**config.mk**
```make
export PLATFORM = sky130hd
export DESIGN_NAME = rgmt_ctrl
export DESIGN_NICKNAME = d
export VERILOG_FILES = /design/src/hdl/rgmt_pkg.sv /design/src/hdl/rgmt_ctrl.sv
export VERILOG_INCLUDE_DIRS = /design/src /design/src/hdl
export SDC_FILE = /design/constraint.sdc
export NUM_CORES = 1
export LEC_CHECK = 0
export ABC_AREA = 1
export BUFFER_PORTS_ARGS = -buffer_cell sky130_fd_sc_hd__buf_2
export CAP_MARGIN = 25
export CORE_AREA = 2 2 39 41
export CTS_BUF_LIST = sky130_fd_sc_hd__clkbuf_8
export DETAILED_ROUTE_END_ITERATION = 6
export DIE_AREA = 0 0 41 43
export SETUP_SLACK_MARGIN = 0.02
export SYNTH_ARGS = -nofsm -noshare
export SYNTH_HDL_FRONTEND = slang
export SYNTH_SLANG_ARGS = --single-unit
```
**constraint.sdc**
```tcl
create_clock -name clock -period 1.12 [get_ports clock]
set_input_delay 0.112 -clock clock [delete_from_list [all_inputs] [get_ports clock]]
set_output_delay 0.112 -clock clock [all_outputs]
set_load 0.05 [all_outputs]
```
**src/hdl/region_grow_mask_tracker_top_defines.svh**
```systemverilog
// Assertion helpers shared by the tracker modules.
// Both expect signals named clock and reset in the enclosing module.
`ifndef REGION_GROW_MASK_TRACKER_TOP_DEFINES_SVH
`define REGION_GROW_MASK_TRACKER_TOP_DEFINES_SVH

// Same-cycle implication.
`define RGMT_ASSERT_SAME(label, ante, cons, msg) \
   label: assert property (@(posedge clock) disable iff (reset) (ante) |-> (cons)) \
      else $error(msg);

// Next-cycle implication.
`define RGMT_ASSERT_NEXT(label, ante, cons, msg) \
   label: assert property (@(posedge clock) disable iff (reset) (ante) |=> (cons)) \
      else $error(msg);

`endif

```
**src/hdl/rgmt_pkg.sv**
```systemverilog
package rgmt_pkg;

   localparam int X_W = 10;
   localparam int Y_W = 9;

   typedef enum logic [2:0] {
      MODE_CLEAR  = 3'd0,
      MODE_LOAD   = 3'd1,
      MODE_START  = 3'd2,
      MODE_SEED   = 3'd3,
      MODE_CHECK  = 3'd4,
      MODE_ACCEPT = 3'd5,
      MODE_REJECT = 3'd6,
      MODE_CLOSE  = 3'd7
   } mode_type;

   localparam logic [1:0] DIR_EAST  = 2'd0;
   localparam logic [1:0] DIR_SOUTH = 2'd1;
   localparam logic [1:0] DIR_WEST  = 2'd2;
   localparam logic [1:0] DIR_NORTH = 2'd3;

   localparam logic [1:0] ST_FREE     = 2'd0;
   localparam logic [1:0] ST_FORBID   = 2'd1;
   localparam logic [1:0] ST_EXPLORED = 2'd2;
   localparam logic [1:0] ST_ACK      = 2'd3;

   localparam logic [1:0] REGION_NONE   = 2'd0;
   localparam logic [1:0] REGION_BODY   = 2'd1;
   localparam logic [1:0] REGION_BORDER = 2'd2;

   typedef struct packed {
      logic [2:0]     mode;
      logic [X_W-1:0] pos_x;
      logic [Y_W-1:0] pos_y;
      logic [1:0]     direction;
      logic           forbid_bit;
   } req_type;

   typedef struct packed {
      logic [1:0]     status;
      logic [X_W-1:0] nb_x;
      logic [Y_W-1:0] nb_y;
      logic [X_W-1:0] win_x;
      logic [Y_W-1:0] win_y;
      logic [X_W-1:0] win_w;
      logic [Y_W-1:0] win_h;
   } rsp_type;

   typedef struct packed {
      logic capture;
      logic calc;
      logic read;
      logic walk;
      logic sweep;
      logic commit;
   } cmd_type;

   typedef struct packed {
      logic [2:0] mode;
      logic       win_empty;
      logic       walk_last;
      logic       sweep_last;
      logic       slot_free;
   } sts_type;

endpackage

```
**src/hdl/rgmt_ctrl.sv**
```systemverilog
`include "region_grow_mask_tracker_top_defines.svh"

module rgmt_ctrl
   import rgmt_pkg::*;
(
   input  logic    clock,
   input  logic    reset,
   input  logic    req_valid,
   input  sts_type sts,
   output logic    req_stall,
   output cmd_type cmd
);

   typedef enum logic [2:0] {
      S_INIT,
      S_IDLE,
      S_CALC,
      S_READ,
      S_WALK,
      S_DONE
   } state_type;

   state_type state_ff;
   state_type state_in;

   always_comb begin
      state_in  = state_ff;
      cmd       = '0;
      req_stall = 1'b1;
      case (state_ff)
         S_INIT: begin
            cmd.sweep = 1'b1;
            if (sts.sweep_last) begin
               state_in = S_IDLE;
            end
         end
         S_IDLE: begin
            req_stall = 1'b0;
            if (req_valid) begin
               cmd.capture = 1'b1;
               state_in    = S_CALC;
            end
         end
         S_CALC: begin
            cmd.calc = 1'b1;
            if (sts.mode == MODE_CHECK) begin
               state_in = S_READ;
            end else if (sts.mode == MODE_CLEAR && !sts.win_empty) begin
               state_in = S_WALK;
            end else begin
               state_in = S_DONE;
            end
         end
         S_READ: begin
            cmd.read = 1'b1;
            state_in = S_DONE;
         end
         S_WALK: begin
            cmd.walk = 1'b1;
            if (sts.walk_last) begin
               state_in = S_DONE;
            end
         end
         S_DONE: begin
            if (sts.slot_free) begin
               cmd.commit = 1'b1;
               state_in   = S_IDLE;
            end
         end
         default: begin
            state_in = S_IDLE;
         end
      endcase
   end

   always_ff @(posedge clock) begin
      if (reset) begin
         state_ff <= S_INIT;
      end else begin
         state_ff <= state_in;
      end
   end

   `RGMT_ASSERT_SAME(a_one_cmd, 1'b1, $onehot0({cmd.capture, cmd.calc, cmd.read, cmd.walk, cmd.sweep, cmd.commit}), "more than one datapath command")
   `RGMT_ASSERT_NEXT(a_hold_done, state_ff == S_DONE && !sts.slot_free, state_ff == S_DONE, "result dropped while output slot busy")
   `RGMT_ASSERT_NEXT(a_capture_calc, cmd.capture, cmd.calc, "captured item not processed next cycle")

endmodule

```
==> metrics <==
status=finished with violations; failing checks=setup timing; Netlist cell types=17; most common cell after layout, fill and taps aside=buf_2; DR vias/cell=4.19; insertion delay to the later sink of the worst-skew pair=0.21 ns; most frequent cells in the layout=9 x buf_2, 8 x buf_6, 7 x inv_1, 5 x nor2_4, 5 x buf_4; synthesized cell area=282 µm²; share of post-route cells with drive strength above 1=0.743; worst hold path class=in -> reg; Worst EP arrival=1.12 ns; Remaining Overflow, GRT=0; met2 usage=0.166; final setup fails=5; final hold vios=0; DR DRC count=0; Mapped Avg Cell Area=6.26 µm²; Place WS=-0.00632 ns; initial antenna violation count=0; total core area=1380 µm²; Max Slew Vio Count=0; met3 GRT Util=0.0628; vias in the first global route=352; nature of the critical path endpoint=output port; Leak=0.000326 µW; first-pass GRT wire length=1290 µm; Max rail drop VDD=1150 µV; Syn. warnings=0; worst-path cell with the longest stage delay=dfxtp_4; Num CTS Buffers=3; total track usage=0.113; area of the multi-input gates=270 µm²; ANT cells=0; peak fanout along the critical path=4; CP peak stage delay=0.39 ns; Required @ worst endpoint=1.01 ns; Clock transition at path regs=0.03 ns; Most flops, register=state_ff; Startpoint Class=flop; root buffer cell=clkbuf_8; Max Cap Viol=0; CTS tree=built; Slew Limit Headroom=0.860; first drt pass iteration count=2; Filler cells=128; Die H=43 µm; f_max=0.815 GHz; port bufs=16; Starting Density=0.203; Cell Rows=14; syn_nets=55; Top Ports=17; Storage cell area=68.8 µm²; HPWL after DPL=620 µm; Die ar.=1760 µm²; Max Clock Skew=0.00199 ns; CP Cell Sequence=inv_4 -> nor2_4 -> nand2_4 -> nor2_4 -> buf_6; area delta synth->final=138%; Setup TNS=-0.354 ns; Cells after Synth=45; crit path time final=1.23 ns; Largest register FFs=3; gr busiest metal=met2; Vias=377; Starting DRT DRC Count=2; RSZ-0062 raised after global routing=yes; Nets=85; Post-Route WL=836 µm; Die X-Extent=41 µm; pin count of the biggest net entering global routing=7; Pwr Density=3160 nW/µm²; Placer Congestion=0.768; CP dominant cell by count=nor2_4; WS Path Type=reg -> out; H-Tree Depth=1; Yosys reg bits=3; biggest regs=state_ff (3); Routed wire per std cell=9.29 µm; final worst setup slack=-0.108 ns; worst-margin pin slew=0.209 ns; Routed Antenna Nets=0; clk sink count=3; Seq/Total Area, Yosys=0.213; grt met1 use=0.119; Max clock buf depth=2; final period utilization=1.10
## layout make-up
class / count / share of cell area
sequential: 3 / 0.103
tap: 16 / 0.0299
clock buffer: 3 / 0.0617
inverter: 10 / 0.0636
timing repair buffer: 25 / 0.333
clock inverter: 1 / 0.00561
multi-input combinational: 32 / 0.404
## path summary, 6_finish.rpt
check,start,to,slack (ns),cells past startpoint
worst min register to register,state_ff[2],state_ff[2],0.73,4
worst max register to register,state_ff[1],state_ff[1],0.02,7
worst min-delay path,reset,state_ff[1],0.06,2
worst max-delay path,state_ff[0],cmd[5],-0.11,5
## logic make-up (layout without fill, tap and decap cells)
group / after synthesis / in the layout / synth area share
buffers and inverters: 10 / 39 / 0.133
AO/OA/AOI/OAI: 4 / 4 / 0.0978
flip-flops: 3 / 3 / 0.213
AND/OR/NAND/NOR: 28 / 28 / 0.556
## stage by stage
stage | instances | hold slack, ns | power, µW | instance area, µm² | utilization
3_3_place_gp | 80 | 0.283 | 1370 | 470 | 0.340
5_1_grt | 90 | 0.0670 | 2230 | 669 | 0.484
6_report | 90 | 0.0629 | 2110 | 669 | 0.484
3_5_place_dp | 80 | 0.284 | 1370 | 470 | 0.340
2_1_floorplan | 45 | 0.169 | 1080 | 335 | -
4_1_cts | 87 | 0.0606 | 1910 | 596 | 0.430
## where the power goes
part | switching [µW] | internal (µW) | total [µW]
Combinational | 880 | 664 | 1540
Clock | 70.0 | 233 | 303
Sequential | 92.9 | 172 | 265
## layer usage
layer / wire [µm] / vias to the layer above
met1: 352 / 164
met2: 443 / 11
met5: 0 / -
met4: 0 / 0
met3: 41 / 0
li1: - / 202
## cells in the mapped netlist (all sizes together)
| cell type | n | area (µm²) |
|---|---|---|
| nand3 | 5 | 25.0 |
| nand2 | 9 | 41.3 |
| nand4 | 2 | 12.5 |
| nor3 | 2 | 15.0 |
| dfxtp | 3 | 60.1 |
| nand3b | 1 | 11.3 |
| inv | 10 | 37.5 |
| nor4 | 1 | 6.26 |
| nor2 | 8 | 45.0 |
| a21oi | 3 | 22.5 |
| o21ai | 1 | 5.00 |
## repair_timing
item | CTS | global route
cloned | 0 | 0
endpoints found under the setup margin | 7 | 10
resized for setup | 18 | 13
hold endpoints to repair | 0 | 0
hold buffers | 0 | 0
buffers inserted | 3 | 3
pin swaps | 3 | 6
## worst max-delay path, delay by kind of cell (launching register included)
family	cells	cell delay, ns
flip-flops	1	0.39
AND/OR/NAND/NOR	3	0.29
buffers and inverters	2	0.22
Note: power is estimated with default switching activity, not from simulation.
